`config.mk`:
```
export PLATFORM = sky130hd
export DESIGN_NAME = quoted_printable_line_decoder
export DESIGN_NICKNAME = d
export VERILOG_FILES = /design/src/sv/qpld_pkg.sv /design/src/sv/quoted_printable_line_decoder.sv
export SDC_FILE = /design/constraint.sdc
export NUM_CORES = 1
export LEC_CHECK = 0
export ABC_CLOCK_PERIOD_IN_PS = 3330
export BUFFER_PORTS_ARGS = -buffer_cell sky130_fd_sc_hd__buf_2
export CORE_ASPECT_RATIO = 2
export CORE_UTILIZATION = 50
export DETAILED_ROUTE_END_ITERATION = 8
export HOLD_SLACK_MARGIN = 0.12
export PLACE_DENSITY = 0.7
export SLEW_MARGIN = 0
export SYNTH_ARGS = -nofsm -noshare
export SYNTH_HDL_FRONTEND = slang
export SYNTH_SLANG_ARGS = --single-unit
```
`constraint.sdc`:
```
create_clock -name clk -period 3.33 [get_ports clk]
set_input_delay 0.666 -clock clk [delete_from_list [all_inputs] [get_ports clk]]
set_output_delay 0.666 -clock clk [all_outputs]
set_load 0.01 [all_outputs]
```
`src/sv/qpld_pkg.sv`:
```
package qpld_pkg;

    // Characters that steer the decoding.
    localparam logic [7:0] CH_EQ = 8'h3D;
    localparam logic [7:0] CH_CR = 8'h0D;
    localparam logic [7:0] CH_LF = 8'h0A;

    // Most results that one input byte can cause.
    localparam int unsigned MAX_RESULTS = 3;

    // What is held back after an '='.
    typedef enum logic [1:0] {
        PEND_NONE    = 2'd0,
        PEND_EQ      = 2'd1,
        PEND_EQ_BYTE = 2'd2
    } pend_t;

    // One result request as it waits in the output queue.
    typedef struct packed {
        logic [7:0] data;
        logic       valid;
        logic       last;
        logic       soft_brk;
    } qpld_result_t;

endpackage

```
`src/sv/quoted_printable_line_decoder.sv`:
```
// Quoted-printable line decoder.
//
// The slave channel (s_tvalid, s_tready, s_tdata, s_tlast) takes one raw byte
// of an encoded text line per request; s_tlast marks the last byte of a line.
// The master channel (m_tvalid, m_tready, m_tdata, m_tuser, m_tlast) returns
// the decoded stream. Each input byte causes zero to three result requests.
// Escapes of the form '=' plus two hex digits become one byte, soft breaks
// are dropped, and the final result of a line carries m_tlast together with
// a flag telling whether the line ended in a soft break.
//
// Results of an accepted byte are registered in the result queue and reach
// the master side from there. The slave side takes one byte per cycle while
// each byte causes at most one result and m_tready is high; the master side
// drains one result per cycle while m_tready is high.
// The decode runs as one short combinational pass from the held lookahead
// state into a four-entry result queue; s_tready is high whenever the queue
// holds at most one result, so it depends on registers only.
//
// Reset empties the queue and drops any held lookahead. When the receiver
// stalls, results wait in the queue and s_tready falls once it holds two or more.
module quoted_printable_line_decoder
(
    input  logic       clk,
    input  logic       rst_n,

    input  logic       s_tvalid,
    output logic       s_tready,
    input  logic [7:0] s_tdata,   // [7:0] in_byte
    input  logic       s_tlast,   // line_last

    output logic       m_tvalid,
    input  logic       m_tready,
    output logic [7:0] m_tdata,   // [7:0] out_byte
    output logic [1:0] m_tuser,   // [0] out_valid, [1] soft_break
    output logic       m_tlast    // line_end
);

    localparam int unsigned QDEPTH = 4;

    // Lookahead state: what follows an '=' that has not been settled yet.
    qpld_pkg::pend_t pend_reg;
    qpld_pkg::pend_t pend_next;
    logic [7:0]      held_reg;
    logic [7:0]      held_next;

    // Result queue: a small ring of registers with one read position.
    qpld_pkg::qpld_result_t queue_reg [QDEPTH];
    logic [1:0]             rd_ptr_reg;
    logic [1:0]             rd_ptr_next;
    logic [1:0]             wr_ptr_reg;
    logic [1:0]             wr_ptr_next;
    logic [2:0]             count_reg;
    logic [2:0]             count_next;

    // Results of the byte on the slave port.
    qpld_pkg::qpld_result_t res [qpld_pkg::MAX_RESULTS];
    logic [1:0]             res_n;

    logic in_take;
    logic out_take;

    function automatic logic is_hex(input logic [7:0] c);
        return (c >= 8'h30 && c <= 8'h39) || (c >= 8'h41 && c <= 8'h46) ||
               (c >= 8'h61 && c <= 8'h66);
    endfunction

    // Letters of either case share their low nibble: 'A' and 'a' end in 1.
    function automatic logic [3:0] hex_val(input logic [7:0] c);
        logic [3:0] v;
        if (c <= 8'h39)
        begin
            v = c[3:0];
        end
        else
        begin
            v = c[3:0] + 4'd9;
        end
        return v;
    endfunction

    function automatic qpld_pkg::qpld_result_t mk_res(input logic [7:0] b,
                                                      input logic valid,
                                                      input logic last,
                                                      input logic soft_brk);
        qpld_pkg::qpld_result_t r;
        r.data     = valid ? b : 8'h00;
        r.valid    = valid;
        r.last     = last;
        r.soft_brk = last & soft_brk;
        return r;
    endfunction

    assign s_tready = (count_reg <= 3'd1);
    assign in_take  = s_tvalid & s_tready;
    assign m_tvalid = (count_reg != 3'd0);
    assign out_take = m_tvalid & m_tready;

    // Decode one byte against the held lookahead.
    always_comb
    begin
        logic do_fresh;
        logic [7:0] b;
        logic last;

        b         = s_tdata;
        last      = s_tlast;
        do_fresh  = 1'b0;
        res_n     = 2'd0;
        pend_next = pend_reg;
        held_next = held_reg;
        for (int i = 0; i < qpld_pkg::MAX_RESULTS; i++)
        begin
            res[i] = '0;
        end

        case (pend_reg)
            qpld_pkg::PEND_EQ:
            begin
                if (b == qpld_pkg::CH_LF)
                begin
                    pend_next = qpld_pkg::PEND_NONE;
                    if (last)
                    begin
                        res[res_n] = mk_res(8'h00, 1'b0, 1'b1, 1'b1);
                        res_n      = res_n + 2'd1;
                    end
                end
                else if (is_hex(b) || b == qpld_pkg::CH_CR)
                begin
                    if (last)
                    begin
                        res[res_n] = mk_res(qpld_pkg::CH_EQ, 1'b1, 1'b0, 1'b0);
                        res_n      = res_n + 2'd1;
                        res[res_n] = mk_res(b, 1'b1, 1'b1, 1'b0);
                        res_n      = res_n + 2'd1;
                        pend_next  = qpld_pkg::PEND_NONE;
                    end
                    else
                    begin
                        held_next = b;
                        pend_next = qpld_pkg::PEND_EQ_BYTE;
                    end
                end
                else
                begin
                    res[res_n] = mk_res(qpld_pkg::CH_EQ, 1'b1, 1'b0, 1'b0);
                    res_n      = res_n + 2'd1;
                    do_fresh   = 1'b1;
                end
            end
            qpld_pkg::PEND_EQ_BYTE:
            begin
                if (is_hex(held_reg) && is_hex(b))
                begin
                    res[res_n] = mk_res({hex_val(held_reg), hex_val(b)}, 1'b1, last, 1'b0);
                    res_n      = res_n + 2'd1;
                    pend_next  = qpld_pkg::PEND_NONE;
                end
                else if (held_reg == qpld_pkg::CH_CR && b == qpld_pkg::CH_LF)
                begin
                    pend_next = qpld_pkg::PEND_NONE;
                    if (last)
                    begin
                        res[res_n] = mk_res(8'h00, 1'b0, 1'b1, 1'b1);
                        res_n      = res_n + 2'd1;
                    end
                end
                else
                begin
                    res[res_n] = mk_res(qpld_pkg::CH_EQ, 1'b1, 1'b0, 1'b0);
                    res_n      = res_n + 2'd1;
                    res[res_n] = mk_res(held_reg, 1'b1, 1'b0, 1'b0);
                    res_n      = res_n + 2'd1;
                    do_fresh   = 1'b1;
                end
            end
            default:
            begin
                do_fresh = 1'b1;
            end
        endcase

        // A byte examined with nothing held before it.
        if (do_fresh)
        begin
            if (b == qpld_pkg::CH_EQ)
            begin
                if (last)
                begin
                    res[res_n] = mk_res(8'h00, 1'b0, 1'b1, 1'b1);
                    res_n      = res_n + 2'd1;
                    pend_next  = qpld_pkg::PEND_NONE;
                end
                else
                begin
                    pend_next = qpld_pkg::PEND_EQ;
                end
            end
            else
            begin
                res[res_n] = mk_res(b, 1'b1, last, 1'b0);
                res_n      = res_n + 2'd1;
                pend_next  = qpld_pkg::PEND_NONE;
            end
        end
    end

    // Queue pointers and fill level.
    always_comb
    begin
        rd_ptr_next = rd_ptr_reg;
        wr_ptr_next = wr_ptr_reg;
        count_next  = count_reg;
        if (out_take)
        begin
            rd_ptr_next = rd_ptr_reg + 2'd1;
        end
        if (in_take)
        begin
            wr_ptr_next = wr_ptr_reg + res_n;
        end
        count_next = count_reg - {2'b00, out_take} + (in_take ? {1'b0, res_n} : 3'd0);
    end

    always_ff @(posedge clk or negedge rst_n)
    begin
        if (!rst_n)
        begin
            pend_reg   <= qpld_pkg::PEND_NONE;
            held_reg   <= 8'h00;
            rd_ptr_reg <= 2'd0;
            wr_ptr_reg <= 2'd0;
            count_reg  <= 3'd0;
        end
        else
        begin
            if (in_take)
            begin
                pend_reg <= pend_next;
                held_reg <= held_next;
            end
            rd_ptr_reg <= rd_ptr_next;
            wr_ptr_reg <= wr_ptr_next;
            count_reg  <= count_next;
        end
    end

    // Queue payload needs no reset.
    always_ff @(posedge clk)
    begin
        if (in_take)
        begin
            for (int i = 0; i < qpld_pkg::MAX_RESULTS; i++)
            begin
                if (2'(i) < res_n)
                begin
                    queue_reg[wr_ptr_reg + 2'(i)] <= res[i];
                end
            end
        end
    end

    assign m_tdata    = queue_reg[rd_ptr_reg].data;
    assign m_tuser[0] = queue_reg[rd_ptr_reg].valid;
    assign m_tuser[1] = queue_reg[rd_ptr_reg].soft_brk;
    assign m_tlast    = queue_reg[rd_ptr_reg].last;

    // The queue never holds more than its depth.
    assert property (@(posedge clk) disable iff (!rst_n)
        count_reg <= 3'(QDEPTH))
        else $error("result queue overflow");

    // The fill level tracks the distance between write and read positions.
    assert property (@(posedge clk) disable iff (!rst_n)
        (count_reg == 3'(QDEPTH)) || (wr_ptr_reg - rd_ptr_reg == count_reg[1:0]))
        else $error("queue pointers disagree with fill level");

    // A soft break is reported only on an empty result that ends the line.
    assert property (@(posedge clk) disable iff (!rst_n)
        m_tvalid && m_tuser[1] |-> m_tlast && !m_tuser[0] && m_tdata == 8'h00)
        else $error("malformed soft break result");

    // Held lookahead ends with the line: after a last byte nothing stays pending.
    assert property (@(posedge clk) disable iff (!rst_n)
        s_tvalid && s_tready && s_tlast |=> pend_reg == qpld_pkg::PEND_NONE)
        else $error("lookahead left pending at end of line");

endmodule
```
==> results.py, run 1 <==
metrics = {
    "sta": {
        "fmaxAchievable_ghz": 0.2876,
        "hold_ws_ns": 0.2608,
        "finalSetupTns_ns": -2.475,
        "worstMarginPinSlew_ns": 0.7543,
        "post-route-period-util": 1.044,
        "hold_violations": 0,
        "min_period_ns": 3.477,
        "slew_headroom": 0.4972,
        "rsz0062_at_grt": "yes",
        "setup_ws_ns": -0.1473,
        "finalSetupViolCount": 59,
        "skew_ns": 0.006062,
        "drv_slew": 0,
    },
    "logic_synthesis": {
        "syn_nets": 532,
        "synthMuxAreaShare": 0.1240,
        "synth_top_area_frac": 0.2746,
        "yosysMostFrequentCell": "a21oi_1",
        "synth_simple_gate_area_frac": 0.1552,
        "ys_types": 70,
        "syn-instance-count": 501,
        "synth_top_family_by_area": "compound AO/OA/AOI/OAI gates",
        "synth-seq-cells": 61,
        "yosys_warnings": 0,
        "synthesis.area_um2": 4812,
        "synthXorXnorAreaFrac": 0.02210,
        "synth_adder_area_share": 0.04836,
        "synthTopCellsByArea": "edfxtp_1, dfrtp_1, mux2i_1, a21oi_1, mux4_2",
        "synth-async-reset-ratio": 0.2787,
        "synth-edff-count": 44,
        "yosys_most_used_dff": "edfxtp_1",
        "ys_seq_area_frac": 0.3630,
        "synth_largest_area_cell": "edfxtp_1",
        "synth-compound-area-share": 0.2423,
        "synth_common_cells": "a21oi_1, nand2_1, edfxtp_1",
        "syn_avg_cell_area_um2": 9.605,
    },
    "cells_and_area": {
        "final_layout_size_suffix_gt1_frac": 0.4128,
        "seq_area_um2": 1748,
        "fin_nets": 651,
        "largest_reg_flops": 44,
        "synthToLayoutAreaGrowth_pct": 41.00,
        "diodes": 0,
        "nFillCells": 657,
        "multi_input_area_um2": 3246,
    },
    "critical_path": {
        "worstRegToRegCells": 13,
        "worstReg2RegEnd": "queue_reg[3][6]$_DFFE_PP_",
        "critPathCapture": "queue_reg[3][6]$_DFFE_PP_",
        "required_ns": 3.41,
        "r2r_slack_ns": -0.14,
        "rr_startpoint": "held_reg[0]$_DFFE_PN0P_",
        "path_class": "input pin to flop",
        "cp-startpoint": "s_tdata[0]",
        "cp_data_arrival_time_ns": 3.56,
        "critPathMaxFanout": 7,
        "critPathLaunchType": "input pin",
        "crit_path_end_kind": "flop",
    },
    "grt": {
        "antenna_found_initial": 0,
        "grt_max_degree": 22,
        "grt_pass1_vias": 4566,
        "track_usage": 0.3098,
        "grt_pass1_wl_um": 23620,
        "grt_overflow_total": 0,
    },
    "clocking": {
        "path_clk_slew_ns": 0.05,
        "cts_tree": "yes",
        "clk_latency_ns": 0.34,
        "clockBufferDepth": 2,
        "root_buffer": "clkbuf_16",
        "cts.sinks": 61,
        "htreeDepth": 3,
        "cts_buffers": 9,
    },
    "floorplan": {
        "fp.coreArea_um2": 9321,
        "die_w_um": 71.37,
        "dieHeight_um": 140.7,
        "ios": 26,
        "num_rows": 50,
        "initial_core_util": 0.5162,
        "die-area_um2": 10040,
    },
    "drt": {
        "viasPerCell": 6.361,
        "drt_first_pass_iters": 9,
        "antenna_left": 0,
        "drc": 2,
        "dr_total_vias": 4637,
        "drtIter0Drc": 500,
        "wire_per_inst_um": 21.38,
        "wirelength_um": 15590,
    },
    "placed_design": {
        "place_ws_ns": -0.5350,
        "dp_hpwl_um": 11180,
        "port-buffer-count": 25,
        "place_congestion": 0.9721,
    },
    "pwr": {
        "pwr-share-seq": 0.274,
        "p_total_mw": 4.281,
        "cellPowerDensity_nw_per_um2": 631.0,
        "switchingPower_mw": 1.582,
        "combinationalPowerShare": 0.502,
        "p_int_mw": 2.699,
        "ir_worst_vdd_uv": 440.5,
        "leakagePower_nw": 2.895,
        "clkPwrFrac": 0.224,
        "swShare": 0.3695,
    },
    "outcome": {
        "status": "finished, violations left",
        "violations": "design-rule violations, negative setup slack",
    },
    "job": {
        "cap_violations": 0,
    },
    "worst_hold_path": {
        "hold_class": "input pin to async pin",
    },
}
[kinds of logic (layout without fill, tap and decap cells)]
| family | Yosys count | in the layout |
|---|---|---|
| AOI/OAI and AO/OA | 163 | 163 |
| and+or+nand+nor | 153 | 153 |
| DFF | 61 | 61 |
| buffers and inverters | 51 | 175 |
| muxes | 45 | 45 |
| adders and majority gates | 18 | 18 |
| xor gates and xnor gates | 10 | 10 |
[metal layers]
| layer | GRT usage | part of all wire |
|---|---|---|
| met1 | 0.3131 | 0.35 |
| met2 | 0.5794 | 0.54 |
| met3 | 0.03860 | 0.038 |
| met4 | 0.1968 | 0.076 |
| met5 | 0 | 0 |
[cell usage in the layout (no fill, tap or decap), types with 11 or more instances in the layout]
cell type  synthesis  layout
a21oi_1           53      49
buf_12             0      13
buf_2             11      22
buf_4              3      89
clkbuf_16          0      13
dfrtp_1           17      16
edfxtp_1          44      44
inv_1             19      11
mux2i_1           27      26
mux4_2            11      11
nand2_1           46      44
nand3_1           16      12
nor2_1            42      38
o21ai_1           17      16
[worst max-delay path, cell delays in order]
cell and delay (ns):
buf_8 0.09, buf_6 0.10, ha_4 0.14, o21ba_4 0.14, o21ai_2 0.07, and4b_2 0.38, a21oi_2 0.09, o32a_4 0.40
ha_4 0.27, buf_4 0.13, a211o_4 0.35, o2111ai_4 0.20, buf_12 0.20, mux2i_1 0.22, a21oi_1 0.11
[metrics by stage]
step                  util  instance area [um^2]  std cells
floorplan                -                  4962        501
global placement    0.6287                  5861        693
detailed placement  0.6287                  5861        693
CTS                 0.6910                  6441        720
global route        0.7279                  6785        729
finish              0.7279                  6785        729
[worst min-delay path by stage]
| stage | start | end | slack (ns) | cells past startpoint |
|---|---|---|---|---|
| after floorplan | rst_n | count_reg[0]$_DFF_PN0_ | 0.37 | 0 |
| final | rst_n | count_reg[0]$_DFF_PN0_ | 0.26 | 1 |
| after global routing | rst_n | count_reg[1]$_DFF_PN0_ | 0.29 | 1 |
| after CTS | rst_n | count_reg[1]$_DFF_PN0_ | 0.27 | 1 |
| after global placement | count_reg[2]$_DFF_PN0_ | count_reg[2]$_DFF_PN0_ | 0.48 | 1 |
| after detailed placement | count_reg[2]$_DFF_PN0_ | count_reg[2]$_DFF_PN0_ | 0.49 | 1 |
[what timing repair did]
| item | in CTS | in global routing |
|---|---|---|
| hold buffers | 0 | 0 |
| cloned | 1 | 3 |
| resized for setup | 37 | 54 |
| endpoints found under the setup margin | 78 | 91 |
| pin swaps | 4 | 32 |
| setup buffers | 10 | 7 |
[layout make-up]
type | instances | area share
multi-input combinational | 389 | 0.4783
sequential | 61 | 0.2576
timing repair buffer | 139 | 0.1866
clock buffer | 12 | 0.03780
tap | 104 | 0.01918
inverter | 20 | 0.01346
clock inverter | 4 | 0.007007
[power groups by stage]
stage	logic [mW]	clock network, mW	registers [mW]
after detailed placement	1.82	0	1.18
final	2.15	0.958	1.17
after global routing	2.30	1.00	1.19
after CTS	1.96	0.965	1.17
after floorplan	1.23	0	1.09
after global placement	1.77	0	1.17
Note: power is estimated with default switching activity, not from simulation.
==> run 2: changes to the inputs <==
CORE_UTILIZATION = 40   (was 50)
PLACE_DENSITY = not set   (was 0.7)
==> run 2 against run 1 <==
Compared with the run above: the flow finishes with violations (negative setup slack); cell area grew 4.0%; via count grew 3.1%; clock-buffer cell count shrank 3; global-route usage shrank 5.9 points; non-clock buffer count grew 15; setup slack gained 0.0040 ns; sequential share of layout area shrank 0.99 points; largest cell class unchanged; highest routed layer unchanged.
==> results.py, run 2 (same netlist as run 1, synthesis figures left out) <==
metrics = {
    "outcome": {
        "status": "finished, violations left",
        "violations": "negative setup slack",
    },
    "sta": {
        "hold_violations": 0,
        "slew_headroom": 0.4756,
        "worstMarginPinSlew_ns": 0.7866,
        "finalSetupTns_ns": -6.339,
        "finalSetupViolCount": 73,
        "drv_slew": 0,
        "post-route-period-util": 1.043,
        "setup_ws_ns": -0.1432,
        "skew_ns": 0.01094,
        "hold_ws_ns": 0.2559,
        "fmaxAchievable_ghz": 0.2879,
        "rsz0062_at_grt": "yes",
        "min_period_ns": 3.473,
    },
    "clocking": {
        "clk_latency_ns": 0.34,
        "htreeDepth": 3,
        "clockBufferDepth": 2,
        "ctsHoldBuffers": 0,
        "path_clk_slew_ns": 0.06,
        "cts.sinks": 61,
        "cts_buffers": 9,
        "root_buffer": "clkbuf_16",
        "cts_tree": "yes",
    },
    "floorplan": {
        "die-area_um2": 12500,
        "num_rows": 56,
        "die_w_um": 79.56,
        "dieHeight_um": 157.1,
        "initial_core_util": 0.4112,
        "ios": 26,
        "fp.coreArea_um2": 11700,
    },
    "critical_path": {
        "path_cells": "buf_6 > inv_4 > ha_4 > nor3b_1 > o32a_1 > inv_2 > buf_4 > a21o_4 > a21oi_4 > xnor2_4 > nand2_1 > ha_1 > inv_1 > ha_1 > inv_2 > fa_2 > xor2_2 > xnor2_1",
        "crit_path_end_kind": "flop",
        "path_class": "input pin to flop",
        "max_stage_delay_ns": 0.39,
        "critPathLaunchType": "input pin",
        "path_buf_inv": 6,
        "path_delay_family": "adder cells",
        "cp_data_arrival_time_ns": 3.70,
        "required_ns": 3.56,
        "worstRegToRegCells": 14,
        "cp.depth": 18,
        "critPathMaxFanout": 5,
        "slowest_stage": "fa_2",
    },
    "drt": {
        "wirelength_um": 16600,
        "wire_per_inst_um": 21.15,
        "drtIter0Drc": 321,
        "drc": 0,
        "antenna_left": 0,
        "drt_first_pass_iters": 5,
        "dr_total_vias": 4780,
        "viasPerCell": 6.089,
    },
    "cells_and_area": {
        "diodes": 0,
        "largest_reg_flops": 44,
        "final_common_cell": "buf_4",
        "layout_common_cells": "buf_4, nand2_1, edfxtp_1",
        "fin_nets": 666,
        "finalNonFillerCells": 785,
        "synthToLayoutAreaGrowth_pct": 46.62,
        "nFillCells": 911,
        "final_layout_size_suffix_gt1_frac": 0.4344,
    },
    "pwr": {
        "cellPowerDensity_nw_per_um2": 601.1,
        "leakagePower_nw": 2.933,
        "ir_worst_vdd_uv": 319.3,
        "p_total_mw": 4.241,
    },
    "placed_design": {
        "port-buffer-count": 25,
        "place_congestion": 0.9423,
        "place_inst": 737,
        "dp_hpwl_um": 11620,
        "place_ws_ns": -0.5955,
    },
    "grt": {
        "track_usage": 0.2507,
        "grt_pass1_vias": 4529,
        "grt_pass1_wl_um": 23290,
        "grt_max_degree": 21,
        "grt_overflow_total": 0,
        "antenna_found_initial": 0,
    },
    "worst_hold_path": {
        "hold_class": "input pin to async pin",
    },
    "job": {
        "cap_violations": 0,
    },
}
[run 2: cell types whose count changed in the layout (fill, tap and decap cells not counted), moves of 3 or more]
| cell | before | now |
|---|---|---|
| nand3_2 | 3 | 0 |
| a21oi_1 | 49 | 41 |
| nand3_4 | 1 | 5 |
| clkbuf_16 | 13 | 16 |
| inv_2 | 6 | 3 |
| a21oi_2 | 3 | 11 |
| a32o_2 | 5 | 1 |
| inv_1 | 11 | 15 |
| nor2_4 | 1 | 8 |
| clkinvlp_4 | 2 | 5 |
| a32o_1 | 0 | 4 |
| nor2_1 | 38 | 33 |
| buf_4 | 89 | 100 |
[run 2: worst register-to-register path, stage by stage, from the launching register on]
cell and delay [ns]:
dfrtp_2 0.44, buf_4 0.15, and3_4 0.17, o22ai_1 0.14, and4b_2 0.35, a21oi_2 0.08, o32a_4 0.36, ha_4 0.30
a211oi_4 0.05, a211oi_2 0.24, inv_1 0.11, ha_4 0.25, fa_2 0.35, xor2_2 0.15, xnor2_1 0.12
[run 2: cell type report]
type	instances	area, um^2	share of cell area
Clock inverter	7	51.30	0.007271
Multi-Input combinational cell	389	3332	0.4722
Inverter	20	82.58	0.01170
Clock buffer	9	225.2	0.03192
Sequential cell	61	1748	0.2477
Timing Repair Buffer	154	1435	0.2034
Tap cell	145	181.4	0.02571
[run 2: timing repair]
item	in CTS	in global routing
setup endpoints to repair	85	90
resized for setup	24	75
setup buffers	10	16
cloned	1	8
pin swaps	14	22
[run 2: path summary, 6_finish.rpt]
path	startpoint	slack, ns	endpoint
worst max-delay path	s_tdata[1]	-0.14	count_reg[2]$_DFF_PN0_
worst min-delay path	rst_n	0.26	wr_ptr_reg[0]$_DFFE_PN0P_
worst max register to register	held_reg[0]$_DFFE_PN0P_	-0.03	count_reg[2]$_DFF_PN0_
min in group clk	count_reg[2]$_DFF_PN0_	0.50	count_reg[2]$_DFF_PN0_
max in group asynchronous	rst_n	2.74	held_reg[0]$_DFFE_PN0P_
worst min register to register	count_reg[2]$_DFF_PN0_	0.50	count_reg[2]$_DFF_PN0_
[run 2: metal layers]
metal  track usage  up-vias  routed length (um)
li1              -     2168                   -
met1        0.2352     2270                5175
met2        0.4847      216                9161
met3       0.03478      126                 637
met4        0.1619        0                1625
met5             0        -                   0
[run 2: through the flow]
stage | utilization | area [um^2]
finish | 0.6030 | 7056
global route | 0.6030 | 7056
CTS | 0.5518 | 6456
detailed placement | 0.5104 | 5972
global placement | 0.5104 | 5972
floorplan | - | 4962
[run 2: report_power, final]
| part | switching, mW | leakage [nW] | internal [mW] |
|---|---|---|---|
| registers | 0.170 | 0.608 | 1.01 |
| clock network | 0.358 | 0.120 | 0.503 |
| logic | 1.11 | 2.20 | 1.09 |
==> run 3: changes to the inputs <==
RECOVER_POWER = 25   (was not set)
==> run 3 against run 2 <==
Compared with the run above: the run still ends with negative setup slack left; setup slack about the same; maximum frequency barely moved; global-route usage stayed put; clock skew hardly changed; non-clock buffer count did not move; sequential power is essentially flat; cell area barely moved.
==> results.py, run 3 (same netlist as run 1, synthesis figures left out) <==
metrics = {
    "drt": {
        "drc": 0,
        "wirelength_um": 16610,
        "dr_total_vias": 4778,
        "drt_first_pass_iters": 5,
        "antenna_left": 0,
        "drtIter0Drc": 322,
        "wire_per_inst_um": 21.15,
        "viasPerCell": 6.087,
    },
    "cells_and_area": {
        "synthToLayoutAreaGrowth_pct": 46.59,
        "fin_nets": 666,
        "layout_common_cells": "buf_4, nand2_1, edfxtp_1",
        "final_cell_area_um2": 7054,
        "diodes": 0,
        "multi_input_area_um2": 3332,
        "nFillCells": 912,
        "seq_area_um2": 1748,
        "final_layout_size_suffix_gt1_frac": 0.4328,
        "postLayoutCoreUtil": 0.6029,
        "final_common_cell": "buf_4",
        "largest_reg_flops": 44,
    },
    "placed_design": {
        "place_congestion": 0.9423,
        "placed_area_um2": 5972,
        "port-buffer-count": 25,
        "dp_hpwl_um": 11620,
    },
    "clocking": {
        "cts_tree": "yes",
        "cts_buffers": 9,
        "clockBufferDepth": 2,
        "root_buffer": "clkbuf_16",
        "path_clk_slew_ns": 0.06,
        "clk_latency_ns": 0.34,
        "htreeDepth": 3,
        "cts.sinks": 61,
    },
    "critical_path": {
        "critPathMaxFanout": 5,
        "cp_data_arrival_time_ns": 3.70,
        "path_cells": "buf_6 > inv_4 > ha_4 > nor3b_1 > o32a_1 > inv_2 > buf_4 > a21o_4 > a21oi_4 > xnor2_4 > nand2_1 > ha_1 > inv_1 > ha_1 > inv_2 > fa_2 > xor2_2 > xnor2_1",
        "rr_startpoint": "held_reg[0]$_DFFE_PN0P_",
        "required_ns": 3.56,
        "critPathLaunchType": "input pin",
        "slowest_stage": "fa_2",
        "cp-startpoint": "s_tdata[1]",
        "max_stage_delay_ns": 0.39,
        "path_class": "input pin to flop",
        "crit_path_end_kind": "flop",
        "worstRegToRegCells": 14,
    },
    "sta": {
        "finalSetupViolCount": 73,
        "slew_headroom": 0.3232,
        "drv_slew": 0,
        "fmaxAchievable_ghz": 0.2879,
        "worstMarginPinSlew_ns": 1.015,
        "post-route-period-util": 1.043,
        "skew_ns": 0.01135,
        "hold_violations": 0,
        "rsz0062_at_grt": "yes",
        "setup_ws_ns": -0.1430,
        "min_period_ns": 3.473,
    },
    "job": {
        "cap_violations": 0,
    },
    "floorplan": {
        "fp.coreArea_um2": 11700,
        "die-area_um2": 12500,
        "initial_core_util": 0.4112,
        "ios": 26,
        "num_rows": 56,
        "die_w_um": 79.56,
        "dieHeight_um": 157.1,
    },
    "grt": {
        "grt_pass1_vias": 4529,
        "grt_max_degree": 21,
        "grt_pass1_wl_um": 23290,
        "grt_overflow_total": 0,
        "antenna_found_initial": 0,
        "track_usage": 0.2507,
    },
    "pwr": {
        "ir_worst_vdd_uv": 319.3,
        "cellPowerDensity_nw_per_um2": 601.0,
        "leakagePower_nw": 2.930,
    },
    "outcome": {
        "violations": "negative setup slack",
        "status": "finished, violations left",
    },
    "worst_hold_path": {
        "hold_class": "input pin to async pin",
    },
}
-- run 3: worst paths after layout --
kind                                              to  slack, ns
setup / recovery              count_reg[2]$_DFF_PN0_      -0.14
hold / removal             wr_ptr_reg[0]$_DFFE_PN0P_       0.48
setup reg to reg              count_reg[2]$_DFF_PN0_      -0.02
hold reg to reg               count_reg[2]$_DFF_PN0_       0.50
max in group asynchronous    held_reg[0]$_DFFE_PN0P_       2.16
min in group clk              count_reg[2]$_DFF_PN0_       0.50
-- run 3: cell type report --
cell class | instances | share of cell area
multi-input combinational | 389 | 0.4723
sequential | 61 | 0.2478
timing repair buffer | 154 | 0.2033
clock buffer | 9 | 0.03193
tap | 145 | 0.02572
inverter | 20 | 0.01171
clock inverter | 7 | 0.007272
-- run 3: power breakdown --
group	leakage [nW]	switching [mW]	total [mW]	internal (mW)
Clock	0.120	0.357	0.860	0.503
Sequential	0.608	0.170	1.18	1.01
Combinational	2.20	1.11	2.20	1.09
Total	2.93	1.63	4.24	2.60
-- run 3: what timing repair did --
action                     in CTS  in global routing
gates cloned                    1                  8
hold buffers                    0                  0
resized for setup              24                 75
pin swaps                      14                 22
setup buffers                  10                 16
setup endpoints to repair      85                 90
-- run 3: routing by layer --
metal,up-vias,global-route usage,wire length [um]
li1,2163,-,-
met1,2275,0.2352,5170
met2,211,0.4847,9109
met3,129,0.03478,639
met4,0,0.1619,1686
met5,-,0,0
-- run 3: critical path, delay by kind of cell --
kind	cells	cell delay, ns
AO/OA/AOI/OAI	3	0.80
AND/OR/NAND/NOR	2	0.35
buffers and inverters	6	0.51
XOR/XNOR	3	0.41
adder cells (fa/ha/maj)	4	0.95
-- run 3: stage by stage --
stage	hold WS [ns]	TNS [ns]	std cells	setup WS, ns	power [mW]
finish	0.4751	-6.331	785	-0.1430	4.240
global route	0.5440	-18.65	785	-0.3384	4.474
CTS	0.2694	-0.3671	763	-0.03982	4.013
detailed placement	0.4840	-38.39	737	-0.5955	3.029
global placement	0.4786	-35.20	737	-0.5387	2.968
floorplan	0.3704	-9.403	501	-0.2800	2.322
